===== src/hdl/ows_pkg.sv =====
package ows_pkg;

  localparam int RomW = 64;

  localparam logic [1:0] OP_START    = 2'd0;
  localparam logic [1:0] OP_BIT_PAIR = 2'd1;
  localparam logic [1:0] OP_RESET    = 2'd2;

  localparam logic [2:0] ST_SEND_DIR   = 3'd0;
  localparam logic [2:0] ST_FOUND      = 3'd1;
  localparam logic [2:0] ST_NO_DEVICE  = 3'd2;
  localparam logic [2:0] ST_NO_PRES    = 3'd3;
  localparam logic [2:0] ST_SEND_CMD   = 3'd4;
  localparam logic [2:0] ST_RESET_DONE = 3'd5;
  localparam logic [2:0] ST_IGNORED    = 3'd6;

  localparam logic [7:0] BYTE_ONES  = 8'hFF;
  localparam logic [7:0] BYTE_ZERO  = 8'h00;
  localparam logic [7:0] RESET_BYTE = 8'hF0;
  localparam logic [7:0] FIRST_DEV  = 8'hFF;
  localparam logic [6:0] ROM_BITS   = 7'd64;

  typedef struct packed {
    logic [1:0] operation;
    logic [7:0] reset_echo;
    logic [7:0] id_echo;
    logic [7:0] cmp_echo;
  } ows_item_t;

  typedef struct packed {
    logic [2:0]      status;
    logic [7:0]      direction_byte;
    logic [RomW-1:0] rom_id;
  } ows_result_t;

endpackage


===== src/hdl/ows_in_reg.sv =====
module ows_in_reg (
  input  logic              clk,
  input  logic              rst,
  input  logic              in_valid,
  output logic              in_ready,
  input  ows_pkg::ows_item_t in_item,
  input  logic              take,
  output logic              held_valid,
  output ows_pkg::ows_item_t held_item
);

  assign in_ready = !held_valid || take;

  always_ff @(posedge clk) begin
    if (rst) begin
      held_valid <= 1'b0;
    end else if (in_ready) begin
      held_valid <= in_valid;
    end
  end

  always_ff @(posedge clk) begin
    if (in_ready && in_valid) begin
      held_item <= in_item;
    end
  end

endmodule


===== src/hdl/ows_engine.sv =====
module ows_engine (
  input  logic                clk,
  input  logic                rst,
  input  logic                fire,
  input  ows_pkg::ows_item_t  item,
  output ows_pkg::ows_result_t result
);

  logic [7:0]               last_disc, last_disc_next;
  logic [6:0]               next_disc, next_disc_next;
  logic [6:0]               bits_left, bits_left_next;
  logic [ows_pkg::RomW-1:0] rom_shift, rom_shift_next;
  logic                     searching, searching_next;

  always_comb begin
    logic [2:0] bidx;
    logic [5:0] base;
    logic [7:0] cur_byte;
    logic [7:0] n8;
    logic       id_bit;
    logic       cmp_bit;
    logic       dir;
    logic [6:0] nd;

    last_disc_next = last_disc;
    next_disc_next = next_disc;
    bits_left_next = bits_left;
    rom_shift_next = rom_shift;
    searching_next = searching;
    result.status         = ows_pkg::ST_IGNORED;
    result.direction_byte = ows_pkg::BYTE_ZERO;
    result.rom_id         = '0;

    bidx     = 3'((ows_pkg::ROM_BITS - bits_left) >> 3);
    base     = {bidx, 3'b000};
    cur_byte = rom_shift[base +: 8];
    n8       = {1'b0, bits_left};
    id_bit   = (item.id_echo == ows_pkg::BYTE_ONES);
    cmp_bit  = (item.cmp_echo == ows_pkg::BYTE_ONES);
    dir      = id_bit;
    nd       = next_disc;

    case (item.operation)
      ows_pkg::OP_START: begin
        searching_next = 1'b0;
        if (last_disc == 8'd0) begin
          last_disc_next = ows_pkg::FIRST_DEV;
          result.status  = ows_pkg::ST_NO_DEVICE;
        end else if (item.reset_echo == ows_pkg::BYTE_ZERO ||
                     item.reset_echo == ows_pkg::RESET_BYTE) begin
          result.status = ows_pkg::ST_NO_PRES;
        end else begin
          searching_next = 1'b1;
          next_disc_next = '0;
          bits_left_next = ows_pkg::ROM_BITS;
          result.status  = ows_pkg::ST_SEND_CMD;
        end
      end
      ows_pkg::OP_BIT_PAIR: begin
        if (searching && bits_left != 7'd0 && bits_left <= ows_pkg::ROM_BITS) begin
          if (id_bit && cmp_bit) begin
            last_disc_next = {1'b0, next_disc};
            searching_next = 1'b0;
            result.status  = ows_pkg::ST_NO_DEVICE;
            result.rom_id  = rom_shift;
          end else begin
            if (!id_bit && !cmp_bit) begin
              if (n8 < last_disc || (cur_byte[0] && last_disc != n8)) begin
                dir = 1'b1;
                nd  = bits_left;
              end
            end
            next_disc_next = nd;
            rom_shift_next[base +: 8] = {dir, cur_byte[7:1]};
            bits_left_next = bits_left - 7'd1;
            result.direction_byte = dir ? ows_pkg::BYTE_ONES : ows_pkg::BYTE_ZERO;
            if (bits_left == 7'd1) begin
              last_disc_next = {1'b0, nd};
              searching_next = 1'b0;
              result.status  = ows_pkg::ST_FOUND;
              result.rom_id  = rom_shift_next;
            end else begin
              result.status = ows_pkg::ST_SEND_DIR;
            end
          end
        end
      end
      ows_pkg::OP_RESET: begin
        last_disc_next = ows_pkg::FIRST_DEV;
        searching_next = 1'b0;
        result.status  = ows_pkg::ST_RESET_DONE;
      end
      default: begin
        result.status = ows_pkg::ST_IGNORED;
      end
    endcase
  end

  always_ff @(posedge clk) begin
    if (rst) begin
      last_disc <= ows_pkg::FIRST_DEV;
      next_disc <= '0;
      bits_left <= '0;
      rom_shift <= '0;
      searching <= 1'b0;
    end else if (fire) begin
      last_disc <= last_disc_next;
      next_disc <= next_disc_next;
      bits_left <= bits_left_next;
      rom_shift <= rom_shift_next;
      searching <= searching_next;
    end
  end

endmodule


===== src/hdl/onewire_rom_search_unit.sv =====
// Channel  Dir  tdata                                   tuser
// s_*      in   [7:0] reset_echo [15:8] id_echo          [1:0] operation
//               [23:16] cmp_echo
// m_*      out  [7:0] direction_byte [71:8] rom_id       [2:0] status
//
// One transaction in, one transaction out; a new item every cycle unless
// m_* stalls. An item passes the input register, then decode/state update
// into the result register.
// rst (synchronous) re-arms the search: first device, idle, ROM cleared.
// A stall on m_* holds the result register and the input register;
// s_tready drops only when both are full.
module onewire_rom_search_unit (
  input  logic        clk,
  input  logic        rst,
  input  logic        s_tvalid,
  output logic        s_tready,
  input  logic [23:0] s_tdata,  // reset_echo, id_echo, cmp_echo
  input  logic [1:0]  s_tuser,  // operation
  output logic        m_tvalid,
  input  logic        m_tready,
  output logic [71:0] m_tdata,  // direction_byte, rom_id
  output logic [2:0]  m_tuser   // status
);

  ows_pkg::ows_item_t   in_item;
  ows_pkg::ows_item_t   held_item;
  ows_pkg::ows_result_t result;
  ows_pkg::ows_result_t out_reg;
  logic                 held_valid;
  logic                 advance;

  assign in_item.operation  = s_tuser;
  assign in_item.reset_echo = s_tdata[7:0];
  assign in_item.id_echo    = s_tdata[15:8];
  assign in_item.cmp_echo   = s_tdata[23:16];

  assign advance = !m_tvalid || m_tready;

  ows_in_reg u_in_reg (
    .clk        (clk),
    .rst        (rst),
    .in_valid   (s_tvalid),
    .in_ready   (s_tready),
    .in_item    (in_item),
    .take       (advance),
    .held_valid (held_valid),
    .held_item  (held_item)
  );

  ows_engine u_engine (
    .clk    (clk),
    .rst    (rst),
    .fire   (held_valid && advance),
    .item   (held_item),
    .result (result)
  );

  always_ff @(posedge clk) begin
    if (rst) begin
      m_tvalid <= 1'b0;
    end else if (advance) begin
      m_tvalid <= held_valid;
    end
  end

  always_ff @(posedge clk) begin
    if (advance && held_valid) begin
      out_reg <= result;
    end
  end

  assign m_tuser = out_reg.status;
  assign m_tdata = {out_reg.rom_id, out_reg.direction_byte};

endmodule

===== config.mk =====
export PLATFORM = sky130hd
export DESIGN_NAME = onewire_rom_search_unit
export DESIGN_NICKNAME = d
export VERILOG_FILES = /design/src/hdl/ows_pkg.sv /design/src/hdl/ows_in_reg.sv /design/src/hdl/ows_engine.sv /design/src/hdl/onewire_rom_search_unit.sv
export SDC_FILE = /design/constraint.sdc
export NUM_CORES = 1
export LEC_CHECK = 0
export BUFFER_PORTS_ARGS = -buffer_cell sky130_fd_sc_hd__buf_4
export CAP_MARGIN = 25
export CORE_UTILIZATION = 30
export CTS_CLUSTER_SIZE = 14
export DETAILED_ROUTE_END_ITERATION = 8
export PLACE_DENSITY = 0.52
export SETUP_SLACK_MARGIN = 0.3
export SLEW_MARGIN = 25
export SYNTH_ARGS = -nofsm -noshare
export SYNTH_HDL_FRONTEND = slang
export SYNTH_SLANG_ARGS = --single-unit

===== constraint.sdc =====
create_clock -name clk -period 5.35 [get_ports clk]
set_clock_uncertainty 0.15 [all_clocks]
set_input_delay 0.8025 -clock clk [delete_from_list [all_inputs] [get_ports clk]]
set_output_delay 0.8025 -clock clk [all_outputs]
set_load 0.01 [all_outputs]

==> results.py, run 1 <==
metrics = {
    "timing": {
        "hold_viol": 0,
        "report.final.slew_viol_count": 0,
        "finalSetupViolCount": 0,
        "min_period_ns": 4.01,
        "relSlewSlack_pct": 35.4,
        "rsz0062_at_grt": "no",
        "fmax_mhz": 249,
        "fin_crit_sh_pct": 74.9,
        "tns_ns": 0,
        "worst_slew_pin_slew_ns": 0.966,
    },
    "placed_design": {
        "port_buffers": 106,
        "dp_hpwl_um": 14800,
        "finalWeightedCongestion": 0.843,
    },
    "synth": {
        "syn_inst": 752,
        "synth_common_cells": "nand2_1 (116), edfxtp_1 (94), dfxtp_1 (89)",
        "yosysMostFrequentCell": "nand2_1",
        "synthArstFlopShare_pct": 0,
        "synth_area_sq_um": 8280,
        "yosysWarnings": 0,
        "yosysTopAreaCell": "edfxtp_1",
        "syn_area_per_cell_sq_um": 11.0,
        "synthTopCellsByArea": "edfxtp_1 (34%), dfxtp_1 (22%), nand2_1 (5.3%)",
        "synth_fp_nets": 800,
        "ys_ff_latch": 183,
        "synth_ff_type": "edfxtp_1",
        "synth_top_area_share_pct": 34.1,
        "synth-edff-count": 94,
        "yosysUniqueCellTypes": 59,
        "ys_seq_area_share_pct": 55.6,
    },
    "cts": {
        "clkLatencyLatePin_ns": 0.44,
        "cts.sinks": 183,
        "htree_num_levels": 4,
        "cts.clk_slew.worst_paths_ns": 0.07,
        "cts_tree": "built",
        "cts_made_buffers": 17,
        "post_cts_buffers": 0,
        "clk_path_buf_depth": 2,
        "cts-root-buf": "clkbuf_16",
        "postCtsHoldBufs": 0,
        "cts.repair.resized": 0,
    },
    "critical_path": {
        "cpPeakStageDelay_ns": 0.79,
        "cp-end-kind": "flip-flop",
        "path_max_fanout": 17,
        "crit_type": "flip-flop to flip-flop",
        "cp.arrival_ns": 4.20,
        "worst-r2r-cell-count": 9,
        "worst_ep_required_time_ns": 5.54,
        "slowest_stage": "nor2_1",
        "cp_cell_sequence": "or4_4, o21ai_0, and2_1, inv_1, ha_1, o2111ai_1, nor2_1, nor2_1, a211oi_1",
        "timing.critical_path.mode_cell": "nor2_1",
        "timing.rr.end": "u_engine.rom_shift[35]",
        "timing.rr.start": "u_engine.bits_left[0]",
        "r2r_slack_ns": 1.34,
        "cp-start-kind": "flip-flop",
    },
    "pwr": {
        "power.switching_uw": 703,
        "seqPwrFrac_pct": 51.3,
        "leakage_nw": 3.38,
        "cellPowerDensity_nw_per_um2": 299,
        "combinationalPowerShare_pct": 4.3,
        "pwr-share-clk_pct": 44.4,
        "sw_frac_of_total_pct": 23.6,
        "internal_power_mw": 2.27,
        "irDropWorstVdd_mv": 0.169,
    },
    "floorplan": {
        "std_cell_rows": 60,
        "pin_count": 107,
        "coreArea_sq_um": 27000,
        "start_util_pct": 30.6,
        "dieArea_sq_um": 28300,
        "die_h_um": 168,
        "die_w_um": 168,
    },
    "layout": {
        "num_antenna_cells": 0,
        "syn_to_final_growth_pct": 20.0,
        "post-route-util_pct": 36.8,
        "fin_nets": 890,
        "drive_gt1_share_pct": 21.9,
        "fillCellCount": 2686,
    },
    "drt": {
        "routed_wl_um": 21000,
        "antenna_left": 0,
        "drt-wirelength-per-cell_um": 17.5,
        "drt_first_pass_iters": 5,
        "vias": 6034,
        "initialDrtViolationCount": 416,
        "drc": 0,
        "via_per_inst": 5.05,
    },
    "min_path": {
        "min_path_type": "flip-flop to flip-flop",
        "whs_path_depth": 2,
        "hold_end": "u_engine.rom_shift[48]",
        "min_from": "u_engine.rom_shift[48]",
    },
    "global_routing": {
        "grt_pass1_vias": 5824,
        "antenna_found_initial": 0,
        "grt_overflow_total": 0,
        "grt_use_total_pct": 15.2,
        "grt_pass1_wl_um": 33200,
        "grt_max_degree": 69,
    },
    "status": {
        "status": "finished, final reports clean",
    },
    "run": {
        "maxCapViolCount": 0,
    },
}
worst max-delay path by stage:
stage                          startpoint                     end  slack (ns)  depth (start not counted)
finish              u_engine.bits_left[0]  u_engine.rom_shift[35]        1.34                          9
global placement    u_engine.bits_left[0]  u_engine.rom_shift[32]        1.51                          9
floorplan                        m_tready  u_engine.rom_shift[38]        1.13                          9
global route        u_engine.bits_left[0]  u_engine.rom_shift[35]        0.90                          9
CTS                 u_engine.bits_left[0]  u_engine.rom_shift[35]        1.34                          9
detailed placement  u_engine.bits_left[0]  u_engine.rom_shift[35]        1.37                          9
critical path, delay by kind of cell (launching register included):
kind                       cells  cell delay [ns]
and+or+nand+nor                4             1.90
AOI/OAI and AO/OA              3             0.69
DFF                            1             0.39
adders and majority gates      1             0.65
buffers and inverters          1             0.14
sequential cells by signal (all words and copies together), names as in the netlist:
name and count:
m_tdata 65, u_engine.rom_shift 64, u_in_reg.held_item 26, u_engine.last_disc 8, u_engine.bits_left 7, u_engine.next_disc 7, m_tuser 3, m_tvalid 1
u_engine.searching 1, u_in_reg.held_valid 1
cells by family (layout without fill, tap and decap cells):
logic type	after synthesis	count (layout)	share of synthesized area (%)
multiplexers	25	25	6.20
adder cells (fa/ha/maj)	18	18	2.72
AND/OR/NAND/NOR	264	264	15.3
flip-flops	183	183	55.6
buffers and inverters	61	164	4.13
AO/OA/AOI/OAI	198	198	15.6
XOR/XNOR	3	3	0.408
per-stage QoR:
stage | hold WS [ns] | setup slack [ns] | instance area [sq um] | std cells | total power [mW]
5_1_grt | 0.338 | 0.899 | 9940 | 1196 | 3.07
3_5_place_dp | 0.312 | 1.37 | 9310 | 1164 | 1.69
3_3_place_gp | 0.306 | 1.51 | 9310 | 1164 | 1.69
2_1_floorplan | 0.290 | 1.13 | 8280 | 752 | 1.62
4_1_cts | 0.322 | 1.34 | 9940 | 1196 | 3.01
6_report | 0.319 | 1.34 | 9940 | 1196 | 2.97
cells in the final DEF, fill, tap and decap left out, types with 11 or more instances in the layout:
cell	n
mux4_2	14
o2bb2ai_1	24
nor2_1	49
edfxtp_1	94
buf_4	115
clkbuf_16	18
ha_1	18
o21ai_1	31
o211ai_1	11
inv_1	15
o21ai_0	56
nor3_1	22
nand2_1	116
a211oi_1	18
a21oi_1	20
dfxtp_1	89
area by class of cell:
cell class | instances | area (sq um) | area share [%]
clock buffer | 19 | 454 | 4.57
clock inverter | 13 | 176 | 1.78
inverter | 17 | 63.8 | 0.642
multi-input combinational | 508 | 3350 | 33.7
sequential | 183 | 4600 | 46.3
tap | 341 | 427 | 4.29
timing repair buffer | 115 | 863 | 8.69
power groups by stage:
stage               combinational [mW]  sequential [mW]  clock (mW)
global route                     0.140             1.53        1.40
finish                           0.128             1.53        1.32
CTS                              0.131             1.53        1.35
detailed placement               0.131             1.56           0
floorplan                       0.0477             1.57           0
global placement                 0.130             1.56           0
routing by layer:
metal  track usage [%]  wire length [um]
met1              19.6              9410
met2              25.9             10200
met3              3.06              1030
met4              4.23               278
met5                 0                 0
No activity file was read; power rests on OpenSTA's default activity.
==> run 2: changes to the inputs <==
--- a/config.mk
+++ b/config.mk
@@ -5,6 +5,7 @@
 export SDC_FILE = /design/constraint.sdc
 export NUM_CORES = 1
 export LEC_CHECK = 0
+export ABC_AREA = 1
 export BUFFER_PORTS_ARGS = -buffer_cell sky130_fd_sc_hd__buf_4
 export CAP_MARGIN = 25
 export CORE_UTILIZATION = 30
==> constraint.sdc (replaced) <==
create_clock -name clk -period 3.7 [get_ports clk]
set_clock_uncertainty 0.15 [all_clocks]
set_input_delay 0.555 -clock clk [delete_from_list [all_inputs] [get_ports clk]]
set_output_delay 0.555 -clock clk [all_outputs]
set_load 0.01 [all_outputs]
==> run 2 against run 1 <==
  * Critical path depth grew 4
  * Critical endpoint is now m_tdata[36]
  * Highest routed layer unchanged
  * Critical path type unchanged
  * Fmax increased by 26%
  * Register-to-register slack got worse by 0.83 ns
  * Synthesized cell count increased by 39%
  * Die area grew 8.3%
  * Area after synthesis is 8.4% higher
  * Worst hold slack lost 0.18 ns
  * Global-route usage rose by 1.7 points
  * Wire length increased by 21%
  * Sequential power increased by 45%
  * Via count grew 24%
==> results.py, run 2 <==
metrics = {
    "status": {
        "status": "finished, final reports clean",
    },
    "synth": {
        "synth_area_sq_um": 8980,
        "yosysWarnings": 0,
        "ys_seq_area_share_pct": 51.3,
        "yosysMostFrequentCell": "nand2_1",
        "syn_area_per_cell_sq_um": 8.60,
        "yosys.area_share.simple_pct": 17.7,
        "synth_top_area_share_pct": 31.4,
        "synth_top_family_by_area": "compound AO/OA/AOI/OAI gates",
        "synthMuxAreaShare_pct": 0,
        "synth_common_cells": "nand2_1 (231), o21ai_0 (102), edfxtp_1 (94)",
        "synthTopCellsByArea": "edfxtp_1 (31%), dfxtp_1 (20%), nand2_1 (9.7%)",
        "synthXorXnorAreaFrac_pct": 0.460,
        "synth_ff_type": "edfxtp_1",
        "syn_inst": 1044,
        "synth_fp_nets": 1092,
        "ys_ff_latch": 183,
        "synth_compound_area_share_pct": 19.8,
        "yosysUniqueCellTypes": 39,
        "synth-edff-count": 94,
        "synthAdderAreaFrac_pct": 2.51,
        "yosysTopAreaCell": "edfxtp_1",
        "synthArstFlopShare_pct": 0,
    },
    "layout": {
        "post-route-util_pct": 36.7,
        "regArea_sq_um": 4600,
        "syn_to_final_growth_pct": 19.0,
        "fin_nets": 1172,
        "final_cell_mix": "nand2_1 (231), buf_4 (122), o21ai_0 (101)",
        "drive_gt1_share_pct": 18.2,
        "num_antenna_cells": 0,
        "largest_register_ff_count": 65,
        "fillCellCount": 2987,
        "final_common_cell": "nand2_1",
        "multi_input_comb_area_sq_um": 3650,
    },
    "critical_path": {
        "crit_type": "flip-flop to flip-flop",
        "worst_ep_required_time_ns": 3.69,
        "cp.arrival_ns": 3.18,
        "path_max_fanout": 14,
        "cp-start-kind": "flip-flop",
        "cp-end-kind": "flip-flop",
    },
    "global_routing": {
        "antenna_found_initial": 0,
        "grt_max_degree": 97,
        "grt_overflow_total": 0,
        "use_met1_pct": 22.2,
        "top_usage_layer": "met2",
        "grt_pass1_wl_um": 40300,
        "met3_usage_pct": 3.39,
        "grt_use_met2_pct": 27.5,
        "grt_use_total_pct": 16.8,
        "grt_pass1_vias": 7166,
    },
    "drt": {
        "initialDrtViolationCount": 583,
        "drc": 0,
        "routed_wl_um": 25400,
        "antenna_left": 0,
        "drt-wirelength-per-cell_um": 16.7,
        "vias": 7506,
        "via_per_inst": 4.93,
        "drt_first_pass_iters": 5,
    },
    "min_path": {
        "min_path_type": "primary input to flip-flop",
    },
    "floorplan": {
        "coreArea_sq_um": 29100,
        "dieArea_sq_um": 30600,
        "std_cell_rows": 62,
        "die_h_um": 175,
        "start_util_pct": 30.9,
        "die_w_um": 175,
        "pin_count": 107,
    },
    "timing": {
        "finalSetupViolCount": 0,
        "min_period_ns": 3.19,
        "fin_crit_sh_pct": 86.2,
        "relSlewSlack_pct": 35.8,
        "worst_slack_ns": 0.511,
        "rsz0062_at_grt": "no",
        "worst_slew_pin_slew_ns": 0.963,
        "fmax_mhz": 314,
        "report.final.slew_viol_count": 0,
        "hold_viol": 0,
        "tns_ns": 0,
    },
    "pwr": {
        "power.switching_mw": 1.28,
        "leakage_nw": 3.98,
        "irDropWorstVdd_mv": 0.282,
        "internal_power_mw": 3.45,
        "sw_frac_of_total_pct": 27.1,
        "cellPowerDensity_nw_per_um2": 443,
        "pwr-share-clk_pct": 40.6,
        "seqPwrFrac_pct": 46.8,
        "combinationalPowerShare_pct": 12.6,
    },
    "cts": {
        "clkLatencyLatePin_ns": 0.44,
        "cts_made_buffers": 17,
        "postCtsHoldBufs": 0,
        "cts.clk_slew.worst_paths_ns": 0.07,
        "cts.sinks": 183,
        "cts_tree": "built",
        "clk_path_buf_depth": 2,
        "cts-root-buf": "clkbuf_16",
        "htree_num_levels": 4,
    },
    "placed_design": {
        "dp_hpwl_um": 17700,
        "finalWeightedCongestion": 0.853,
        "post-place-ws_ns": 0.470,
        "port_buffers": 106,
    },
    "run": {
        "maxCapViolCount": 0,
    },
}
==> run 2: cell types whose count changed after synthesis, moves of 14 or more <==
cell       previous run  this run
o2bb2ai_1            24         0
nand3_1               9        45
o21ai_0              56       102
a21oi_1              20        92
o21ai_1              31        81
inv_1                16        88
nand2_1             116       231
o22ai_1               2        22
a211oi_1             18         0
nor3_1               22         2
nor2_1               49        19
mux4_2               14         0
o211ai_1             11        29
==> run 2: logic make-up (layout without fill, tap and decap cells) <==
group                      Yosys count  count (layout)
DFF                                183             183
adders and majority gates           18              18
xor gates and xnor gates             3               3
buffers and inverters              162             255
AOI/OAI and AO/OA                  331             331
and+or+nand+nor                    347             347
==> run 2: path summary, 6_finish.rpt <==
path	start	end	slack, ns	cells past startpoint
worst min register to register	u_engine.searching	u_engine.searching	0.31	2
worst max register to register	u_engine.bits_left[1]	m_tdata[36]	0.51	13
worst min-delay path	s_tdata[21]	u_in_reg.held_item[5]	0.14	1
worst max-delay path	u_engine.bits_left[1]	m_tdata[36]	0.51	13
==> run 2: cell type report <==
cell class	count	area share, %
flip-flops and latches	183	43.1
multi-input cells	699	34.1
repair buffers	125	9.13
well taps	384	4.50
clock buffers	21	4.42
inverters	98	3.44
clock inverters	11	1.28
==> run 2: metrics by stage <==
step           total power [mW]  cells  hold WS (ns)  cell area, sq um
2_1_floorplan              2.66   1044         0.274              8980
3_3_place_gp               2.85   1488         0.292             10000
3_5_place_dp               2.85   1488         0.298             10000
4_1_cts                    4.76   1520         0.133             10600
5_1_grt                    4.91   1521         0.124             10700
6_report                   4.73   1521         0.140             10700
==> run 2: per-layer routing <==
metal  vias up  part of all wire, %  wire length [um]
li1       3750                    -                 -
met1      3519                   45             11500
met2       206                   48             12200
met3        31                  4.9              1250
met4         0                  1.8               470
met5         -                    0                 0
==> run 2: timing repair <==
item                                    4_1_cts  5_1_grt
buffers inserted                              0        1
endpoints found under the setup margin        0       27
resized for setup                             0        4
endpoints found under the hold margin         0        0
==> run 2: worst max-delay path, stage by stage (launching register included) <==
cell	delay (ns)
dfxtp_1	0.35
inv_1	0.16
ha_1	0.20
nand2_1	0.10
nand2_1	0.08
nand2_1	0.13
ha_1	0.24
ha_2	0.44
inv_1	0.19
nor3_4	0.27
buf_4	0.24
nand2_1	0.07
o21ai_1	0.10
o21ai_1	0.15
==> run 2: power by group through the flow <==
stage / Combinational [mW] / Clock, mW / Sequential [mW]
6_report: 0.596 / 1.92 / 2.22
5_1_grt: 0.654 / 2.03 / 2.22
4_1_cts: 0.586 / 1.95 / 2.22
3_5_place_dp: 0.584 / 0 / 2.26
3_3_place_gp: 0.583 / 0 / 2.26
2_1_floorplan: 0.384 / 0 / 2.27
==> run 3: changes to the inputs <==
--- a/config.mk
+++ b/config.mk
@@ -8,10 +8,12 @@
 export ABC_AREA = 1
 export BUFFER_PORTS_ARGS = -buffer_cell sky130_fd_sc_hd__buf_4
 export CAP_MARGIN = 25
-export CORE_UTILIZATION = 30
+export CELL_PAD_IN_SITES_DETAIL_PLACEMENT = 1
+export CELL_PAD_IN_SITES_GLOBAL_PLACEMENT = 2
+export CORE_UTILIZATION = 35
 export CTS_CLUSTER_SIZE = 14
 export DETAILED_ROUTE_END_ITERATION = 8
-export PLACE_DENSITY = 0.52
+export PLACE_DENSITY = 0.79
 export SETUP_SLACK_MARGIN = 0.3
 export SLEW_MARGIN = 25
 export SYNTH_ARGS = -nofsm -noshare
==> run 3 against run 2 <==
  * Global-route usage increased by 4.7 points
  * Via count increased by 1.8%
  * Final area decreased by 0.32%
  * Sequential cell count unchanged
==> results.py, run 3 (synthesis results as in run 2) <==
metrics = {
    "status": {
        "status": "finished, final reports clean",
    },
    "cts": {
        "cts_tree": "built",
        "cts.clk_slew.worst_paths_ns": 0.08,
        "postCtsHoldBufs": 0,
        "clk_path_buf_depth": 2,
        "clkLatencyLatePin_ns": 0.44,
        "htree_num_levels": 4,
        "cts_made_buffers": 17,
        "cts-root-buf": "clkbuf_16",
        "cts.sinks": 183,
    },
    "drt": {
        "vias": 7640,
        "drt_first_pass_iters": 4,
        "drc": 0,
        "antenna_left": 0,
        "initialDrtViolationCount": 494,
        "drt-wirelength-per-cell_um": 18.7,
        "routed_wl_um": 27500,
        "via_per_inst": 5.19,
    },
    "floorplan": {
        "start_util_pct": 35.6,
        "pin_count": 107,
        "std_cell_rows": 58,
        "coreArea_sq_um": 25200,
        "dieArea_sq_um": 26300,
        "die_h_um": 162,
        "die_w_um": 162,
    },
    "global_routing": {
        "met3_usage_pct": 3.60,
        "antenna_found_initial": 0,
        "grt_pass1_wl_um": 43200,
        "top_usage_layer": "met2",
        "grt_use_total_pct": 21.6,
        "use_met1_pct": 28.3,
        "grt_use_met2_pct": 36.3,
        "grt_max_degree": 97,
        "grt_pass1_vias": 7724,
        "grt_overflow_total": 0,
    },
    "timing": {
        "fin_crit_sh_pct": 84.4,
        "tns_ns": 0,
        "min_period_ns": 3.12,
        "finalSetupViolCount": 0,
        "relSlewSlack_pct": 35.5,
        "fmax_mhz": 320,
        "hold_viol": 0,
        "worst_slew_pin_slew_ns": 0.967,
        "report.final.slew_viol_count": 0,
        "rsz0062_at_grt": "no",
        "whs_ns": 0.140,
    },
    "placed_design": {
        "dp_hpwl_um": 19600,
        "finalWeightedCongestion": 0.867,
        "port_buffers": 106,
    },
    "min_path": {
        "whs_path_depth": 1,
        "min_path_type": "primary input to flip-flop",
    },
    "critical_path": {
        "path_max_fanout": 17,
        "cp_cell_sequence": "inv_1, ha_1, nand2_1, nand2_1, nand2_1, buf_4, o211ai_1, nand3_1, nand2_1, nand2_1, nor2_2, nand2_1, nand2_1, o21ai_1, o21ai_1",
        "slowest_stage": "dfxtp_1",
        "cp-start-kind": "flip-flop",
        "crit_type": "flip-flop to flip-flop",
        "cp-end-kind": "flip-flop",
        "cp.arrival_ns": 3.15,
        "timing.critical_path.mode_cell": "nand2_1",
        "worst-r2r-cell-count": 15,
        "cpPeakStageDelay_ns": 0.42,
        "worst_ep_required_time_ns": 3.73,
    },
    "layout": {
        "multi_input_comb_area_sq_um": 3650,
        "final_common_cell": "nand2_1",
        "fin_nets": 1178,
        "fillCellCount": 2987,
        "drive_gt1_share_pct": 19.1,
        "final_cell_mix": "nand2_1 (230), buf_4 (129), o21ai_0 (102)",
        "num_antenna_cells": 0,
        "largest_register_ff_count": 65,
        "post-route-util_pct": 42.3,
        "syn_to_final_growth_pct": 18.7,
        "regArea_sq_um": 4600,
    },
    "pwr": {
        "irDropWorstVdd_mv": 0.255,
        "power_mw": 4.73,
        "cellPowerDensity_nw_per_um2": 444,
        "leakage_nw": 4.02,
    },
    "run": {
        "maxCapViolCount": 0,
    },
}
[run 3: cell count changes in the layout (fill, tap and decap cells not counted), sizes merged]
cell and delta:
buf +6, bufinv -1, clkbuf -4, clkinv +4
clkinvlp -4, inv +5
[run 3: cell type report]
cell class | instances | area share (%)
Clock inverter | 15 | 1.69
Inverter | 98 | 3.45
Clock buffer | 17 | 3.99
Tap cell | 330 | 3.88
Multi-Input combinational cell | 699 | 34.3
Sequential cell | 183 | 43.2
Timing Repair Buffer | 131 | 9.47
[run 3: stage by stage]
| stage | cell area [sq um] | worst slack, ns | instances |
|---|---|---|---|
| 2_1_floorplan | 8980 | 0.417 | 1044 |
| 3_3_place_gp | 10000 | 0.472 | 1440 |
| 3_5_place_dp | 10000 | 0.457 | 1440 |
| 4_1_cts | 10600 | 0.421 | 1472 |
| 5_1_grt | 10700 | 0.326 | 1473 |
| 6_report | 10700 | 0.577 | 1473 |
[run 3: routing by layer]
layer / vias up / share of wire (%)
met2: 134 / 50
met3: 24 / 3.3
met5: - / 0
li1: 3775 / -
met1: 3707 / 46
met4: 0 / 1.5
[run 3: critical path: cells and delay by family (launching register included)]
family | cells | cell delay [ns]
and+or+nand+nor | 9 | 1.24
buffers and inverters | 2 | 0.43
DFF | 1 | 0.42
AOI/OAI and AO/OA | 3 | 0.42
adders and majority gates | 1 | 0.22
[run 3: what timing repair did]
item | CTS | global route
gates resized for setup | 0 | 5
hold endpoints to repair | 0 | 0
endpoints found under the setup margin | 0 | 31
buffers inserted | 0 | 1
[run 3: where the power goes]
group	total [mW]	internal, mW	leakage, nW	switching, mW
registers	2.22	2.19	1.61	0.0273
clock network	1.89	0.973	0.296	0.913
logic	0.625	0.203	2.11	0.422
[run 3: final timing paths]
path	start	slack, ns	to
setup / recovery	u_engine.bits_left[1]	0.58	m_tdata[69]
hold / removal	s_tdata[12]	0.14	u_in_reg.held_item[12]
setup reg to reg	u_engine.bits_left[1]	0.58	m_tdata[69]
hold reg to reg	u_engine.searching	0.30	u_engine.searching
